## config.mk

```make
export PLATFORM = sky130hd
export DESIGN_NAME = rpla_cell
export DESIGN_NICKNAME = d
export VERILOG_FILES = /design/src/hw/rtl/repeat_purity_local_alignment_top_assert.svh /design/src/hw/rtl/rpla_pkg.sv /design/src/hw/rtl/rpla_cell.sv
export SDC_FILE = /design/constraint.sdc
export NUM_CORES = 1
export LEC_CHECK = 0
export BUFFER_PORTS_ARGS = -buffer_cell sky130_fd_sc_hd__clkbuf_2
export CAP_MARGIN = 15
export CORE_MARGIN = 2
export CORE_UTILIZATION = 35
export CTS_BUF_LIST = sky130_fd_sc_hd__clkbuf_4 sky130_fd_sc_hd__clkbuf_8 sky130_fd_sc_hd__clkbuf_16
export DETAILED_ROUTE_END_ITERATION = 6
export GPL_ROUTABILITY_DRIVEN = 0
export SYNTH_ARGS = -nofsm -noshare
export SYNTH_HDL_FRONTEND = slang
export SYNTH_SLANG_ARGS = --single-unit
```

## constraint.sdc

```tcl
create_clock -name i_clk -period 28.3 [get_ports i_clk]
set_input_delay 4.245 -clock i_clk [delete_from_list [all_inputs] [get_ports i_clk]]
set_output_delay 4.245 -clock i_clk [all_outputs]
set_load 0.02 [all_outputs]
```

## src/hw/rtl/repeat_purity_local_alignment_top_assert.svh

```systemverilog
// Assertion macros for the repeat purity scorer.
// Needs i_clk and i_rst_n in the scope of each use.
`ifndef REPEAT_PURITY_LOCAL_ALIGNMENT_TOP_ASSERT_SVH
`define REPEAT_PURITY_LOCAL_ALIGNMENT_TOP_ASSERT_SVH

// consequent holds in the same cycle
`define RPLA_ASSERT_NOW(label, ante, cons) \
    label: assert property (@(posedge i_clk) disable iff (!i_rst_n) (ante) |-> (cons)) \
        else $error("rpla assertion failed");

// consequent holds in the next cycle
`define RPLA_ASSERT_NEXT(label, ante, cons) \
    label: assert property (@(posedge i_clk) disable iff (!i_rst_n) (ante) |=> (cons)) \
        else $error("rpla assertion failed");

`endif

```

## src/hw/rtl/rpla_pkg.sv

```systemverilog
// Shared types, constants and helpers for the repeat purity scorer.
// No dependencies; used by every rpla module.
package rpla_pkg;

    localparam int MAX_PURE_DEF  = 256;
    localparam int MAX_MOTIF_DEF = 8;
    localparam int SCORE_W       = 10;
    localparam int SCORE_MAX     = 1023;
    localparam int MATCH_SC      = 2;
    localparam int MISMATCH_PEN  = 7;
    localparam int GAP_PEN       = 7;
    localparam int CFG_DATA_W    = 24;
    localparam int CFG_IDX_W     = 2;
    localparam int CODED_BASES   = 8;

    typedef logic [2:0] t_base;

    localparam t_base BASE_N = 3'd4;

    typedef enum logic [CFG_IDX_W-1:0] {
        CFG_MOTIF_BASES  = 2'd0,
        CFG_MOTIF_LENGTH = 2'd1,
        CFG_REPEAT_COUNT = 2'd2
    } t_cfg_idx;

    typedef struct packed {
        logic  valid;
        logic  last;
        t_base base;
    } t_tok;

    typedef struct packed {
        logic  active;
        t_base base;
    } t_ideal;

    typedef struct packed {
        logic adv;
        logic load;
    } t_ctl;

    function automatic t_base norm_base(input t_base code);
        return (code > BASE_N) ? BASE_N : code;
    endfunction

endpackage

```

## src/hw/rtl/rpla_cell.sv

```systemverilog
// One alignment cell: holds one ideal base and its column score.
// Depends on rpla_pkg.
module rpla_cell #(
    parameter int H_W = rpla_pkg::SCORE_W
) (
    input  logic                i_clk,
    input  logic                i_rst_n,
    input  rpla_pkg::t_ctl      i_ctl,
    input  rpla_pkg::t_tok      i_tok,
    input  logic [H_W-1:0]      i_up,
    input  logic [H_W-1:0]      i_diag,
    input  logic [H_W-1:0]      i_best,
    input  rpla_pkg::t_ideal    i_ideal,
    output rpla_pkg::t_tok      o_tok,
    output logic [H_W-1:0]      o_h,
    output logic [H_W-1:0]      o_diag,
    output logic [H_W-1:0]      o_best,
    output rpla_pkg::t_ideal    o_ideal
);

    logic             r_valid;
    logic             r_last;
    rpla_pkg::t_base  r_base;
    logic [H_W-1:0]   r_h;
    logic [H_W-1:0]   r_diag;
    logic [H_W-1:0]   r_best;
    logic [H_W-1:0]   r_col;
    logic [H_W-1:0]   r_max;
    rpla_pkg::t_ideal r_ideal;

    logic [H_W-1:0]   w_diag_sc;
    logic [H_W-1:0]   w_left_sc;
    logic [H_W-1:0]   w_up_sc;
    logic [H_W-1:0]   w_h;
    logic [H_W-1:0]   w_max;

    localparam logic [H_W-1:0] MATCH = H_W'(rpla_pkg::MATCH_SC);
    localparam logic [H_W-1:0] MISM  = H_W'(rpla_pkg::MISMATCH_PEN);
    localparam logic [H_W-1:0] GAP   = H_W'(rpla_pkg::GAP_PEN);

    always_comb begin
        if (r_ideal.base == i_tok.base) begin
            w_diag_sc = i_diag + MATCH;
        end else begin
            w_diag_sc = (i_diag >= MISM) ? i_diag - MISM : '0;
        end
        w_left_sc = (r_col >= GAP) ? r_col - GAP : '0;
        w_up_sc   = (i_up >= GAP) ? i_up - GAP : '0;
        w_h = w_diag_sc;
        if (w_left_sc > w_h) begin
            w_h = w_left_sc;
        end
        if (w_up_sc > w_h) begin
            w_h = w_up_sc;
        end
        if (!r_ideal.active) begin
            w_h = '0;
        end
        w_max = (w_h > r_max) ? w_h : r_max;
    end

    always_ff @(posedge i_clk) begin
        if (!i_rst_n) begin
            r_valid <= 1'b0;
        end else if (i_ctl.load) begin
            r_valid <= 1'b0;
        end else if (i_ctl.adv) begin
            r_valid <= i_tok.valid;
        end
    end

    always_ff @(posedge i_clk) begin
        if (i_ctl.load) begin
            r_ideal <= i_ideal;
            r_col   <= '0;
            r_max   <= '0;
        end else if (i_ctl.adv) begin
            r_last <= i_tok.last;
            r_base <= i_tok.base;
            if (i_tok.valid) begin
                r_h    <= w_h;
                r_diag <= r_col;
                r_col  <= i_tok.last ? '0 : w_h;
                r_max  <= i_tok.last ? '0 : w_max;
                r_best <= (i_best > w_max) ? i_best : w_max;
            end
        end
    end

    assign o_tok   = '{valid: r_valid, last: r_last, base: r_base};
    assign o_h     = r_h;
    assign o_diag  = r_diag;
    assign o_best  = r_best;
    assign o_ideal = r_ideal;

endmodule

```

==> reports/metrics.cfg <==
[worst_setup_path]
crit_arrival_ps=14160
end_kind=register
crit_family=compound AO/OA/AOI/OAI gates
criticalPathCategory=primary input to register
cp-start-kind=primary input
crit_fanout=15
cpPeakStageDelay_ps=890
required_ps=28390
cp_num_buf_inv=2
cp_slowest_cell=a21oi_1

[timing]
slew_violations=0
fmax_ghz=0.0711
slew_headroom_pct=27.3
finalCritPeriodShare_pct=49.7
worst_hold_slack_ps=509
finalSetupViolCount=0
final.setup.tns_ps=0
rsz0062_at_grt=false
tightest_slew_ps=1090
skew_ps=7.62
setup_slack_ps=14230
hold_violations=0
period_minus_slack_ps=14070

[detailed_routing]
wl_per_cell_um=15.5
drt-total-wl_um=11700
first_iter_violations=232
ant_nets=0
firstDrtPassIters=5
drc=0
drt-vias-per-instance=5.37
vias=4032

[synth]
synth.distinct_cells=65
syn_area_per_cell_um2=9.11
ys_warn_count=0
synth-edff-count=38
ys_seq_area_share_pct=34.6
synthMuxAreaShare_pct=5.27
synth_adder_area_share_pct=11.6
ys_async_sr_fraction_pct=0
synthCells=495
synthXorXnorAreaFrac_pct=3.30
synth_compound_area_share_pct=19.9
ys.flop_type=edfxtp_1
synth_area_um2=4510
synth_top_family_by_area=simple AND/OR/NAND/NOR gates
synth-seq-cells=59
yosys.area_share.simple_pct=20.9
syn-num-nets=579

[pwr]
ir_drop_mv=0.0328
finalPower_uw=315
p_per_area_nw_per_um2=58.6
p_leak_nw=2.27

[clock_tree]
clock-sinks=59
numCtsBuffers=9
worstSkewPairLatency_ps=330
h-tree-depth=3
cts-root-buf=clkbuf_16
cts_tree=built
post_cts_buffers=0
cts_resized=0
clk_pin_slew_ps=60
cts_max_path_buffers=2
holdBufCountCts=0

[finish]
final_util_pct=42.6
final.fill_count=1289
final_nets=658
regArea_um2=1560
fin_cells=751
drive_above_1_share_pct=22.8
final_cell_mix=clkbuf_2, nor2_1, nand2_1
antenna_cells=0
final_area_um2=5380
final_common_cell=clkbuf_2
area_growth_pct=19.3
multi_input_comb_area_um2=2750

[die]
die-area_um2=13800
start_util_pct=35.7
ios=82
rows=41
die_h_um=118
coreArea_um2=12600
die_w_um=118

[place]
pre_cts_slack_ps=14020
placed_cell_area_um2=5080
place_hpwl_um=9120
dp_cells=735
numPortBuffers=81

[global_route]
antenna_found_initial=0
grt_max_degree=28
grt_pass1_wl_um=19000
grtUsageTotal_pct=17.0
grt.overflow.total=0
first_global_vias=3866

[job]
cap_violations=0

[status]
status=completed

[worst_hold_path]
hp-class=register to register

## state kept, by name, summed over array words and instances (netlist names)
signal,flops
o_best,10
o_diag,10
o_h,10
r_col,10
r_max,10
o_ideal,4
r_base,3
r_last,1
r_valid,1
## Yosys cell counts (all sizes together), types with 3 or more instances
| master | count | share of area [%] |
|---|---|---|
| o211ai | 5 | 0.83 |
| buf | 6 | 0.92 |
| xnor2 | 6 | 1.2 |
| nor4 | 7 | 1.2 |
| o21ai | 28 | 3.1 |
| a21oi | 18 | 2.0 |
| nand3 | 16 | 1.8 |
| nor2 | 51 | 4.2 |
| mux2i | 5 | 1.1 |
| nand2b | 8 | 1.1 |
| a211oi | 11 | 2.1 |
| nand4 | 9 | 1.2 |
| and2 | 11 | 1.5 |
| ha | 41 | 11 |
| o21a | 9 | 1.5 |
| or3 | 5 | 0.92 |
| dfxtp | 21 | 9.3 |
| nor2b | 5 | 0.69 |
| o31ai | 4 | 1.1 |
| and3 | 3 | 0.42 |
| a22oi | 19 | 3.2 |
| a21o | 7 | 1.2 |
| mux2 | 14 | 4.2 |
| edfxtp | 38 | 25 |
| nor3 | 13 | 1.7 |
| nand2 | 45 | 3.7 |
| a2111oi | 3 | 1.4 |
| or2 | 6 | 0.83 |
| inv | 32 | 2.7 |
| xor2 | 11 | 2.1 |
| clkbuf | 10 | 0.83 |
## power by group
group / switching (mW) / leakage [nW] / total (mW) / internal [mW]
clock network: 0.0403 / 0.142 / 0.109 / 0.0684
logic: 0.0630 / 1.60 / 0.106 / 0.0430
registers: 0.00279 / 0.521 / 0.100 / 0.0976
## cell type report
type / instances / share of cell area (%)
clock inverters: 7 / 1.42
multi-input cells: 388 / 51.2
inverters: 32 / 2.23
flip-flops and latches: 59 / 29.0
well taps: 172 / 4.00
repair buffers: 84 / 7.96
clock buffers: 9 / 4.19
## path summary, 6_finish.rpt
check                   startpoint               endpoint  slack (ps)  cells past startpoint
min          r_max[1]$_SDFFE_PP0P_  r_max[1]$_SDFFE_PP0P_         510                      2
max                       i_tok[0]    o_best[0]$_DFFE_PP_       14230                     38
max reg2reg   o_ideal[0]$_DFFE_PP_    o_best[0]$_DFFE_PP_       17830                     37
min reg2reg  r_max[1]$_SDFFE_PP0P_  r_max[1]$_SDFFE_PP0P_         510                      2
## routing by layer
| metal | global-route usage [%] | wire, um | vias up | share of wire [%] |
|---|---|---|---|---|
| met1 | 22.1 | 5330 | 1906 | 46 |
| li1 | - | - | 1987 | - |
| met2 | 28.3 | 5520 | 124 | 47 |
| met3 | 4.02 | 589 | 15 | 5.0 |
| met5 | 0 | 0 | - | 0 |
| met4 | 5.05 | 228 | 0 | 2.0 |
## cell families after synthesis
kind of cell               after synthesis
buffers and inverters                   48
muxes                                   19
xor gates and xnor gates                17
DFF                                     59
adders and majority gates               42
AOI/OAI and AO/OA                      123
and+or+nand+nor                        187
## worst register-to-register path: cells and delay by family, from the launching register on
kind                     cells  cell delay (ps)
AO/OA/AOI/OAI               16             4210
AND/OR/NAND/NOR             12             3190
adder cells (fa/ha/maj)      4             1210
multiplexers                 3              910
flip-flops                   1              410
XOR/XNOR                     1              210
buffers and inverters        1               80
No activity file was read; power rests on OpenSTA's default activity.
