==> src/hw/rtl/repeat_purity_local_alignment_top_assert.svh <==
// Assertion macros for the repeat purity scorer.
// Needs i_clk and i_rst_n in the scope of each use.
`ifndef REPEAT_PURITY_LOCAL_ALIGNMENT_TOP_ASSERT_SVH
`define REPEAT_PURITY_LOCAL_ALIGNMENT_TOP_ASSERT_SVH

// consequent holds in the same cycle
`define RPLA_ASSERT_NOW(label, ante, cons) \
    label: assert property (@(posedge i_clk) disable iff (!i_rst_n) (ante) |-> (cons)) \
        else $error("rpla assertion failed");

// consequent holds in the next cycle
`define RPLA_ASSERT_NEXT(label, ante, cons) \
    label: assert property (@(posedge i_clk) disable iff (!i_rst_n) (ante) |=> (cons)) \
        else $error("rpla assertion failed");

`endif

==> src/hw/rtl/rpla_pkg.sv <==
// Shared types, constants and helpers for the repeat purity scorer.
// No dependencies; used by every rpla module.
package rpla_pkg;

    localparam int MAX_PURE_DEF  = 256;
    localparam int MAX_MOTIF_DEF = 8;
    localparam int SCORE_W       = 10;
    localparam int SCORE_MAX     = 1023;
    localparam int MATCH_SC      = 2;
    localparam int MISMATCH_PEN  = 7;
    localparam int GAP_PEN       = 7;
    localparam int CFG_DATA_W    = 24;
    localparam int CFG_IDX_W     = 2;
    localparam int CODED_BASES   = 8;

    typedef logic [2:0] t_base;

    localparam t_base BASE_N = 3'd4;

    typedef enum logic [CFG_IDX_W-1:0] {
        CFG_MOTIF_BASES  = 2'd0,
        CFG_MOTIF_LENGTH = 2'd1,
        CFG_REPEAT_COUNT = 2'd2
    } t_cfg_idx;

    typedef struct packed {
        logic  valid;
        logic  last;
        t_base base;
    } t_tok;

    typedef struct packed {
        logic  active;
        t_base base;
    } t_ideal;

    typedef struct packed {
        logic adv;
        logic load;
    } t_ctl;

    function automatic t_base norm_base(input t_base code);
        return (code > BASE_N) ? BASE_N : code;
    endfunction

endpackage

==> src/hw/rtl/rpla_load.sv <==
// Configuration registers and ideal sequence loader for the cell row.
// Depends on rpla_pkg; feeds one ideal base per cycle into the row.
module rpla_load #(
    parameter int MAX_PURE  = rpla_pkg::MAX_PURE_DEF,
    parameter int MAX_MOTIF = rpla_pkg::MAX_MOTIF_DEF
) (
    input  logic                              i_clk,
    input  logic                              i_rst_n,
    input  logic                              i_cfg_we,
    input  logic [rpla_pkg::CFG_IDX_W-1:0]    i_cfg_idx,
    input  logic [rpla_pkg::CFG_DATA_W-1:0]   i_cfg_data,
    output rpla_pkg::t_ideal                  o_ideal,
    output logic                              o_busy,
    output logic                              o_clamped
);

    localparam int LEN_W = $clog2(MAX_MOTIF + 1);
    localparam int CNT_W = $clog2(MAX_PURE);
    localparam int TOT_W = 9 + LEN_W + 1;
    localparam int PUR_W = $clog2(MAX_PURE + 1) + 1;
    localparam int CMP_W = (TOT_W > PUR_W) ? TOT_W : PUR_W;

    logic [23:0]      r_motif;
    logic [3:0]       r_mlen;
    logic [15:0]      r_count;
    logic             r_busy;
    logic [CNT_W-1:0] r_cnt;
    logic [LEN_W-1:0] r_mod;

    logic [LEN_W-1:0]   w_len;
    logic [8:0]         w_whole;
    logic [8+LEN_W:0]   w_tail_sum;
    logic [LEN_W-1:0]   w_tail;
    logic [CMP_W-1:0]   w_total;
    logic [4:0]         w_mod_ext;
    rpla_pkg::t_base    w_code;
    rpla_pkg::t_base    w_motif [rpla_pkg::CODED_BASES];
    logic               w_restart;

    always_comb begin
        w_len = (int'(r_mlen) > MAX_MOTIF) ? LEN_W'(MAX_MOTIF) : LEN_W'(r_mlen);
        w_whole = {1'b0, r_count[15:8]} + 9'd1;
        w_tail_sum = (9+LEN_W)'(r_count[7:0]) * (9+LEN_W)'(w_len) + (9+LEN_W)'(128);
        w_tail = (r_count[7:0] != 8'd0) ? LEN_W'(w_tail_sum >> 8) : '0;
        w_total = CMP_W'(w_whole) * CMP_W'(w_len) + CMP_W'(w_tail);
        for (int k = 0; k < rpla_pkg::CODED_BASES; k++) begin
            w_motif[k] = rpla_pkg::norm_base(r_motif[3*k +: 3]);
        end
        w_mod_ext = 5'(r_mod);
        w_code = (w_mod_ext < 5'(rpla_pkg::CODED_BASES)) ? w_motif[w_mod_ext[2:0]] : 3'd0;
    end

    always_comb begin
        w_restart = 1'b0;
        if (i_cfg_we) begin
            unique case (rpla_pkg::t_cfg_idx'(i_cfg_idx))
                rpla_pkg::CFG_MOTIF_BASES,
                rpla_pkg::CFG_MOTIF_LENGTH,
                rpla_pkg::CFG_REPEAT_COUNT: w_restart = 1'b1;
                default:                    w_restart = 1'b0;
            endcase
        end
    end

    always_ff @(posedge i_clk) begin
        if (!i_rst_n) begin
            r_motif <= '0;
            r_mlen  <= 4'd1;
            r_count <= 16'd256;
        end else if (i_cfg_we) begin
            unique case (rpla_pkg::t_cfg_idx'(i_cfg_idx))
                rpla_pkg::CFG_MOTIF_BASES:  r_motif <= i_cfg_data;
                rpla_pkg::CFG_MOTIF_LENGTH: r_mlen  <= i_cfg_data[3:0];
                rpla_pkg::CFG_REPEAT_COUNT: r_count <= i_cfg_data[15:0];
                default: ;
            endcase
        end
    end

    always_ff @(posedge i_clk) begin
        if (!i_rst_n) begin
            r_busy <= 1'b1;
            r_cnt  <= '0;
            r_mod  <= '0;
        end else if (w_restart) begin
            r_busy <= 1'b1;
            r_cnt  <= '0;
            r_mod  <= '0;
        end else if (r_busy) begin
            r_cnt <= r_cnt + CNT_W'(1);
            if (r_cnt == CNT_W'(MAX_PURE - 1)) begin
                r_busy <= 1'b0;
            end
            r_mod <= ((5'(r_mod) + 5'd1) >= 5'(w_len)) ? '0 : r_mod + LEN_W'(1);
        end
    end

    assign o_ideal   = '{active: (CMP_W'(r_cnt) < w_total), base: w_code};
    assign o_busy    = r_busy;
    assign o_clamped = w_total > CMP_W'(MAX_PURE);

endmodule

==> config.mk <==
export PLATFORM = sky130hd
export DESIGN_NAME = rpla_load
export DESIGN_NICKNAME = d
export VERILOG_FILES = /design/src/hw/rtl/repeat_purity_local_alignment_top_assert.svh /design/src/hw/rtl/rpla_pkg.sv /design/src/hw/rtl/rpla_load.sv
export SDC_FILE = /design/constraint.sdc
export NUM_CORES = 1
export LEC_CHECK = 0
export BUFFER_PORTS_ARGS = -buffer_cell sky130_fd_sc_hd__buf_2
export CORE_AREA = 2 2 72 125
export CTS_CLUSTER_DIAMETER = 100
export DETAILED_ROUTE_END_ITERATION = 10
export DIE_AREA = 0 0 74 127
export PLACE_DENSITY = 0.8
export SLEW_MARGIN = 40
export SYNTH_ARGS = -nofsm -noshare
export SYNTH_HDL_FRONTEND = slang
export SYNTH_SLANG_ARGS = --single-unit
==> constraint.sdc <==
create_clock -name i_clk -period 10.8 [get_ports i_clk]
set_input_delay 3.24 -clock i_clk [delete_from_list [all_inputs] [get_ports i_clk]]
set_output_delay 3.24 -clock i_clk [all_outputs]
set_load 0.02 [all_outputs]
==> Implementation_results.wiki, run 1 <==
{| class="wikitable"
! Metric !! Value
|-
| Status || complete, no violations
|-
| Number of distinct standard cells referenced by the synthesized netlist || 60
|-
| Ratio of total power to cell area || 103 nW/um^2
|-
| Top_reg_cell synth || dfxtp_1
|-
| WL/cell || 15.2 um
|-
| Number of antenna-violating nets in the routed design || 0
|-
| Worst Slack Setup Final || 618 ps
|-
| Final critical delay including setup and external delays || 10180 ps
|-
| X dimension of the die || 74 um
|-
| Final number of max-transition violations || 0
|-
| Type of element capturing the critical path || output pin
|-
| Share of the synthesized area in the top cell type || 22.5%
|-
| Relative slew slack || 49.0%
|-
| Clock Pin Slew Worst Setup and Hold Paths || 50 ps
|-
| Die Y || 127 um
|-
| Fraction of the cycle the final worst path needs || 94.3%
|-
| Post-DP HPWL || 9160 um
|-
| Cell type with the largest total area after synthesis || dfxtp_1
|-
| Netlist area before placement || 5070 sq um
|-
| Number of antenna cells inserted || 0
|-
| Signal arrival time at the worst endpoint || 6940 ps
|-
| Via count || 4238
|-
| Antenna violations before repair || 0
|-
| Switching power share of the total || 24.4%
|-
| Register area share after synthesis || 22.5%
|-
| Max clock buf depth || 2
|-
| Syn nets || 729
|-
| Worst supply voltage drop on vdd || 0.000104 V
|-
| Crit start category || register
|-
| Buffer type at the clock tree root || clkbuf_16
|-
| Initial Util || 61.0%
|-
| Detailed-route DRC error count || 0
|-
| Setup slack after placement || 1030 ps
|-
| Cts hold-fix bufs || 0
|-
| Top cells by instance count after synthesis || nand2_1 (127), ha_1 (63), dfxtp_1 (57), inv_1 (42), a21boi_0 (39)
|-
| Static Leakage || 2.67 nW
|-
| Register-to-register setup slack || 7550 ps
|-
| Setup CP Type || reg2out
|-
| Pint || 0.000435 W
|-
| Utilization after layout || 67.6%
|-
| Top fanout value on the critical path || 20
|-
| TritonCTS clock tree || yes
|-
| Setup bufs post-CTS || 0
|-
| H-Tree Level Count || 3
|-
| Layout cell share with drive strength beyond 1 || 10.2%
|-
| Vias in the first global route || 4423
|-
| Comb power frac || 11.8%
|-
| Clock Power Share || 49.1%
|-
| Fin Clk Skew || 4.39 ps
|-
| Worst hold-check slack || 461 ps
|-
| DRT iter0 DRCs || 119
|-
| Dominant cells by area after synthesis || dfxtp_1 (23%), ha_1 (16%), fa_1 (11%)
|-
| Proportion of power drawn by flip-flops and latches || 39.1%
|-
| Synth Area per Inst || 8.32 sq um
|-
| Register bit count reported by yosys || 57
|-
| Congestion Overflow GR || 0
|-
| Switching power summed over all nets || 0.000141 W
|-
| Most frequently used cell type in the post-synthesis netlist || nand2_1
|-
| Die Outline Area || 9400 sq um
|-
| Routability cong. || 0.889
|-
| Count of input and output buffers || 34
|-
| Site row count || 44
|-
| Resized Gates After CTS || 0
|-
| First-pass GRT wire length || 19400 um
|-
| Area Growth Syn to Fin || 10.8%
|-
| Num ports || 35
|-
| Number of nets in the layout || 753
|-
| Number of max-capacitance violations reported || 0
|-
| Max Freq || 0.0982 GHz
|-
| Final Instance Area || 5620 sq um
|-
| Actual transition at the worst max-transition pin || 763 ps
|-
| Final hold violation count || 0
|-
| Placed cell area || 5320 sq um
|-
| Count of flip-flops with a built-in enable after synthesis || 0
|-
| Worst min-delay path category || reg2reg
|-
| # setup viols final || 0
|-
| Yosys warning count || 0
|-
| Final WL || 11400 um
|-
| Total iterations of the first detailed-routing run || 4
|-
| FFs w/ async S/R, synth || 0%
|-
| Total clock buffers created by CTS || 9
|-
| Required time reported for the critical path endpoint || 7560 ps
|-
| Total routing resource utilization after global routing || 26.4%
|-
| Gate count after technology mapping || 609
|-
| Unrepaired setup endpoints after global routing || false
|-
| Post-detailed-route via-to-cell ratio || 5.64
|-
| Sum of negative setup slack || 0 ps
|-
| Worst-skew pair later-pin latency || 330 ps
|-
| Placeable core area || 8310 sq um
|-
| Clock sink count || 57
|-
| Pin count of the biggest net entering global routing || 47
|}
[area by class of cell]
type	instances	area [sq um]
sequential	57	1140
timing repair buffer	37	193
clock buffer	12	256
tap	115	144
inverter	42	158
multi-input combinational	486	3690
clock inverter	3	40.0
fill	720	2700
[final timing paths]
kind,from,endpoint,cells after the start
worst max-delay path,r_mlen[3]$_SDFFE_PN0P_,o_ideal[3],23
worst max register to register,r_mlen[3]$_SDFFE_PN0P_,r_mod[0]$_SDFFE_PP0P_,10
worst min-delay path,r_motif[6]$_SDFFE_PN0P_,r_motif[6]$_SDFFE_PN0P_,2
worst min register to register,r_motif[6]$_SDFFE_PN0P_,r_motif[6]$_SDFFE_PN0P_,2
[critical path, cell delays in order (launching register included)]
cell and delay, ps:
dfxtp_1 680, nor2b_1 110, buf_4 210, and2_1 180
fa_1 490, fa_1 510, ha_1 310, ha_1 270
o21a_1 170, o21ai_0 220, a211oi_1 120, o31a_1 330
nor3_1 160, o21bai_1 110, fa_1 540, inv_1 40
ha_1 340, nand2b_1 120, a21oi_1 140, o41a_1 330
or4_4 550, a2111oi_4 350, o2111ai_1 150, buf_2 180
[per-layer routing]
layer | global-route usage [%] | wire length [um] | vias up
met1 | 26.3 | 4290 | 2020
met3 | 3.94 | 281 | 22
met4 | 10.2 | 273 | 0
met5 | 0 | 0 | -
met2 | 51.7 | 6550 | 80
li1 | - | - | 2116
[state kept, by name, summed over array words and instances, names as in the netlist]
register,count
r_cnt,8
r_mod,4
o_busy,1
r_motif,24
r_count,16
r_mlen,4
[power by group through the flow]
stage | logic, W | registers [W] | clock network [W]
after global placement | 0.0000654 | 0.000229 | 0
after detailed placement | 0.0000678 | 0.000229 | 0
final | 0.0000679 | 0.000225 | 0.000283
after floorplan | 0.0000493 | 0.000225 | 0
after CTS | 0.0000686 | 0.000225 | 0.000286
after global routing | 0.0000767 | 0.000226 | 0.000293
[through the flow]
stage | power, W | instances
2_1_floorplan | 0.000274 | 609
3_3_place_gp | 0.000294 | 737
3_5_place_dp | 0.000297 | 737
4_1_cts | 0.000580 | 752
5_1_grt | 0.000596 | 752
6_report | 0.000576 | 752
[cell families after synthesis]
logic type,Yosys count,synth area share [%]
xor+xnor,21,3.63
buf+inv,66,4.91
mux,11,2.47
simple gates,250,23.7
compound gates,113,16.2
flops,57,22.5
fa+ha+maj,91,26.6
[cells in the final DEF, fill, tap and decap left out, drive strengths merged, types with 5 or more instances in the layout]
master  netlist  final
buf           2     37
a211oi        5      5
a21oi        17     17
a21o          9      9
xor2         14     14
nor3          6      6
xnor2         7      7
inv          42     42
and2         30     30
nor2         28     28
ha           63     63
o21ai        14     14
mux2i         8      8
nand2b        6      6
nand3b        7      7
a21boi       39     39
fa           28     28
nor2b         6      6
clkbuf       22     12
dfxtp        57     57
nand3        12     12
nand2       127    127
Note: power is estimated with default switching activity, not from simulation.
==> run 2, diff against run 1 <==
CORE_AREA = 2 2 94 165   (was 2 2 72 125)
DIE_AREA = 0 0 96 167   (was 0 0 74 127)
PLACE_DENSITY = not set   (was 0.8)
==> Implementation_results.wiki, run 2 (synthesis gave the netlist of run 1 again) <==
{| class="wikitable"
! Metric !! Value
|-
| Num ports || 35 (unchanged)
|-
| Most used cells in the layout excluding fill and tap cells || nand2_1 (127), ha_1 (63), dfxtp_1 (57), inv_1 (42), a21boi_0 (39)
|-
| Final critical delay including setup and external delays || 9810 ps (-367 ps)
|-
| Detailed-route DRC error count || 0 (unchanged)
|-
| Vias in the first global route || 4358 (-1.5%)
|-
| Setup bufs post-CTS || 0 (unchanged)
|-
| Initial Util || 34.5% (-26 points)
|-
| Cts hold-fix bufs || 0 (unchanged)
|-
| Routability cong. || 0.825 (-7.2%)
|-
| Die Y || 167 um (+31%)
|-
| Fin Clk Skew || 6.29 ps (+1.90 ps)
|-
| Total routing resource utilization after global routing || 15.4% (-11 points)
|-
| Required time reported for the critical path endpoint || 7560 ps (about the same)
|-
| Clock Pin Slew Worst Setup and Hold Paths || 50 ps (about the same)
|-
| Number of nets in the layout || 754 (+0.13%)
|-
| TritonCTS clock tree || yes
|-
| Buffer type at the clock tree root || clkbuf_16
|-
| Resized Gates After CTS || 0 (unchanged)
|-
| Total clock buffers created by CTS || 9 (unchanged)
|-
| Post-detailed-route via-to-cell ratio || 5.08 (-9.9%)
|-
| Congestion Overflow GR || 0 (unchanged)
|-
| Signal arrival time at the worst endpoint || 6570 ps (-370 ps)
|-
| Registers with the highest flip-flop counts || r_motif (24), r_count (16), r_cnt (8)
|-
| Post-DP HPWL || 9560 um (+4.3%)
|-
| Die Outline Area || 16000 sq um (+71%)
|-
| Worst min-delay path category || reg2reg
|-
| Max stage delay on crit path || 540 ps (-140 ps)
|-
| Pin count of the biggest net entering global routing || 47 (unchanged)
|-
| Layout cell share with drive strength beyond 1 || 10.3% (+0.14 points)
|-
| Utilization after layout || 38.6% (-29 points)
|-
| Final number of max-transition violations || 0 (unchanged)
|-
| Number of antenna-violating nets in the routed design || 0 (unchanged)
|-
| Sum of negative setup slack || 0 ps (unchanged)
|-
| Number of antenna cells inserted || 0 (unchanged)
|-
| Worst-skew pair later-pin latency || 320 ps (about the same)
|-
| Max Freq || 0.102 GHz (+3.7%)
|-
| X dimension of the die || 96 um (+30%)
|-
| Type of element capturing the critical path || output pin
|-
| Final hold violation count || 0 (unchanged)
|-
| Family with the most delay on the worst path || adder cells
|-
| Site row count || 59 (+34%)
|-
| H-Tree Level Count || 3 (unchanged)
|-
| Cells traversed along the worst timing path || nor2b_1, buf_4, and2_1, fa_1, fa_1, ha_1, ha_1, o21a_1, o21ai_0, a211oi_1, o31a_1, nor3_1, o21bai_1, fa_1, inv_1, ha_1, o21ai_0, o21ai_0, a311oi_1, ha_1, o21a_1, o2111ai_1, buf_2
|-
| Final Instance Area || 5680 sq um (+1.0%)
|-
| Final WL || 11700 um (+3.0%)
|-
| Antenna violations before repair || 0 (unchanged)
|-
| Area Growth Syn to Fin || 12.0%
|-
| Largest register by flop count || r_motif
|-
| Cell with the largest stage delay on the worst path || fa_1
|-
| Setup CP Type || reg2out
|-
| Number of max-capacitance violations reported || 0 (unchanged)
|-
| Cell mode on critical path || ha_1
|-
| Static Leakage || 2.66 nW (-0.30%)
|-
| Bufs and invs on worst path || 3 (unchanged)
|-
| Count of input and output buffers || 34 (unchanged)
|-
| Top fanout value on the critical path || 16 (-20%)
|-
| DRT iter0 DRCs || 146 (+23%)
|-
| Total iterations of the first detailed-routing run || 4 (unchanged)
|-
| Via count || 4169 (-1.6%)
|-
| Placed cell area || 5410 sq um (+1.7%)
|-
| Placeable core area || 14700 sq um (+77%)
|-
| Number of flip-flops under the largest register name || 24 (unchanged)
|-
| Fraction of the cycle the final worst path needs || 90.9% (-3.4 points)
|-
| Relative slew slack || 51.0% (+2.1 points)
|-
| Crit start category || register
|-
| Max clock buf depth || 2 (unchanged)
|-
| Status || complete, no violations
|-
| # setup viols final || 0 (unchanged)
|-
| Ratio of total power to cell area || 95.7 nW/um^2 (-6.6%)
|-
| First-pass GRT wire length || 19800 um (+2.1%)
|-
| Worst Slack Setup Final || 985 ps (+367 ps)
|-
| Unrepaired setup endpoints after global routing || false
|-
| Setup slack after placement || 1390 ps (+354 ps)
|-
| Clock sink count || 57 (unchanged)
|-
| Most frequent standard cell in the layout excluding fill and tap cells || nand2_1
|-
| WL/cell || 14.3 um (-5.7%)
|-
| Actual transition at the worst max-transition pin || 733 ps (-30.8 ps)
|-
| Worst supply voltage drop on vdd || 0.0000935 V (-10%)
|}
[run 2: through the flow]
step / power, W / cells / hold slack, ps
floorplan: 0.000274 / 609 / 439
global placement: 0.000297 / 806 / 453
detailed placement: 0.000299 / 806 / 457
CTS: 0.000551 / 821 / 465
global route: 0.000569 / 821 / 481
finish: 0.000543 / 821 / 463
[run 2: routing by layer]
layer / vias up / global-route usage, % / share of wire (%)
met4: 0 / 8.39 / 3.9
met3: 26 / 1.36 / 1.7
li1: 2122 / - / -
met5: - / 0 / 0
met1: 1958 / 16.9 / 40
met2: 63 / 28.0 / 54
[run 2: area by class of cell]
class / instances / area [sq um]
clock buffer: 11 / 243
clock inverter: 4 / 20.0
fill: 1476 / 9010
inverter: 42 / 158
multi-input combinational: 486 / 3690
sequential: 57 / 1140
tap: 183 / 229
timing repair buffer: 38 / 200
[run 2: final timing paths]
| kind | startpoint | slack (ps) | cells after the start | to |
|---|---|---|---|---|
| worst max-delay path | r_mlen[2]$_SDFFE_PN0P_ | 990 | 23 | o_ideal[3] |
| worst min-delay path | r_motif[18]$_SDFFE_PN0P_ | 460 | 2 | r_motif[18]$_SDFFE_PN0P_ |
| worst max register to register | r_mlen[3]$_SDFFE_PN0P_ | 7930 | 11 | r_mod[0]$_SDFFE_PP0P_ |
| worst min register to register | r_motif[18]$_SDFFE_PN0P_ | 460 | 2 | r_motif[18]$_SDFFE_PN0P_ |
[run 2: worst register-to-register path: cells and delay by family, from the launching register on]
kind                     cells  cell delay [ps]
AO/OA/AOI/OAI                3             1030
adder cells (fa/ha/maj)      1              300
buffers and inverters        3              610
flip-flops                   1              330
multiplexers                 1              160
AND/OR/NAND/NOR              3              360
[run 2: power breakdown]
part | internal (W) | switching [W] | leakage [nW]
combinational | 0.0000301 | 0.0000400 | 2.06
clock | 0.000158 | 0.0000910 | 0.135
sequential | 0.000217 | 0.00000731 | 0.463
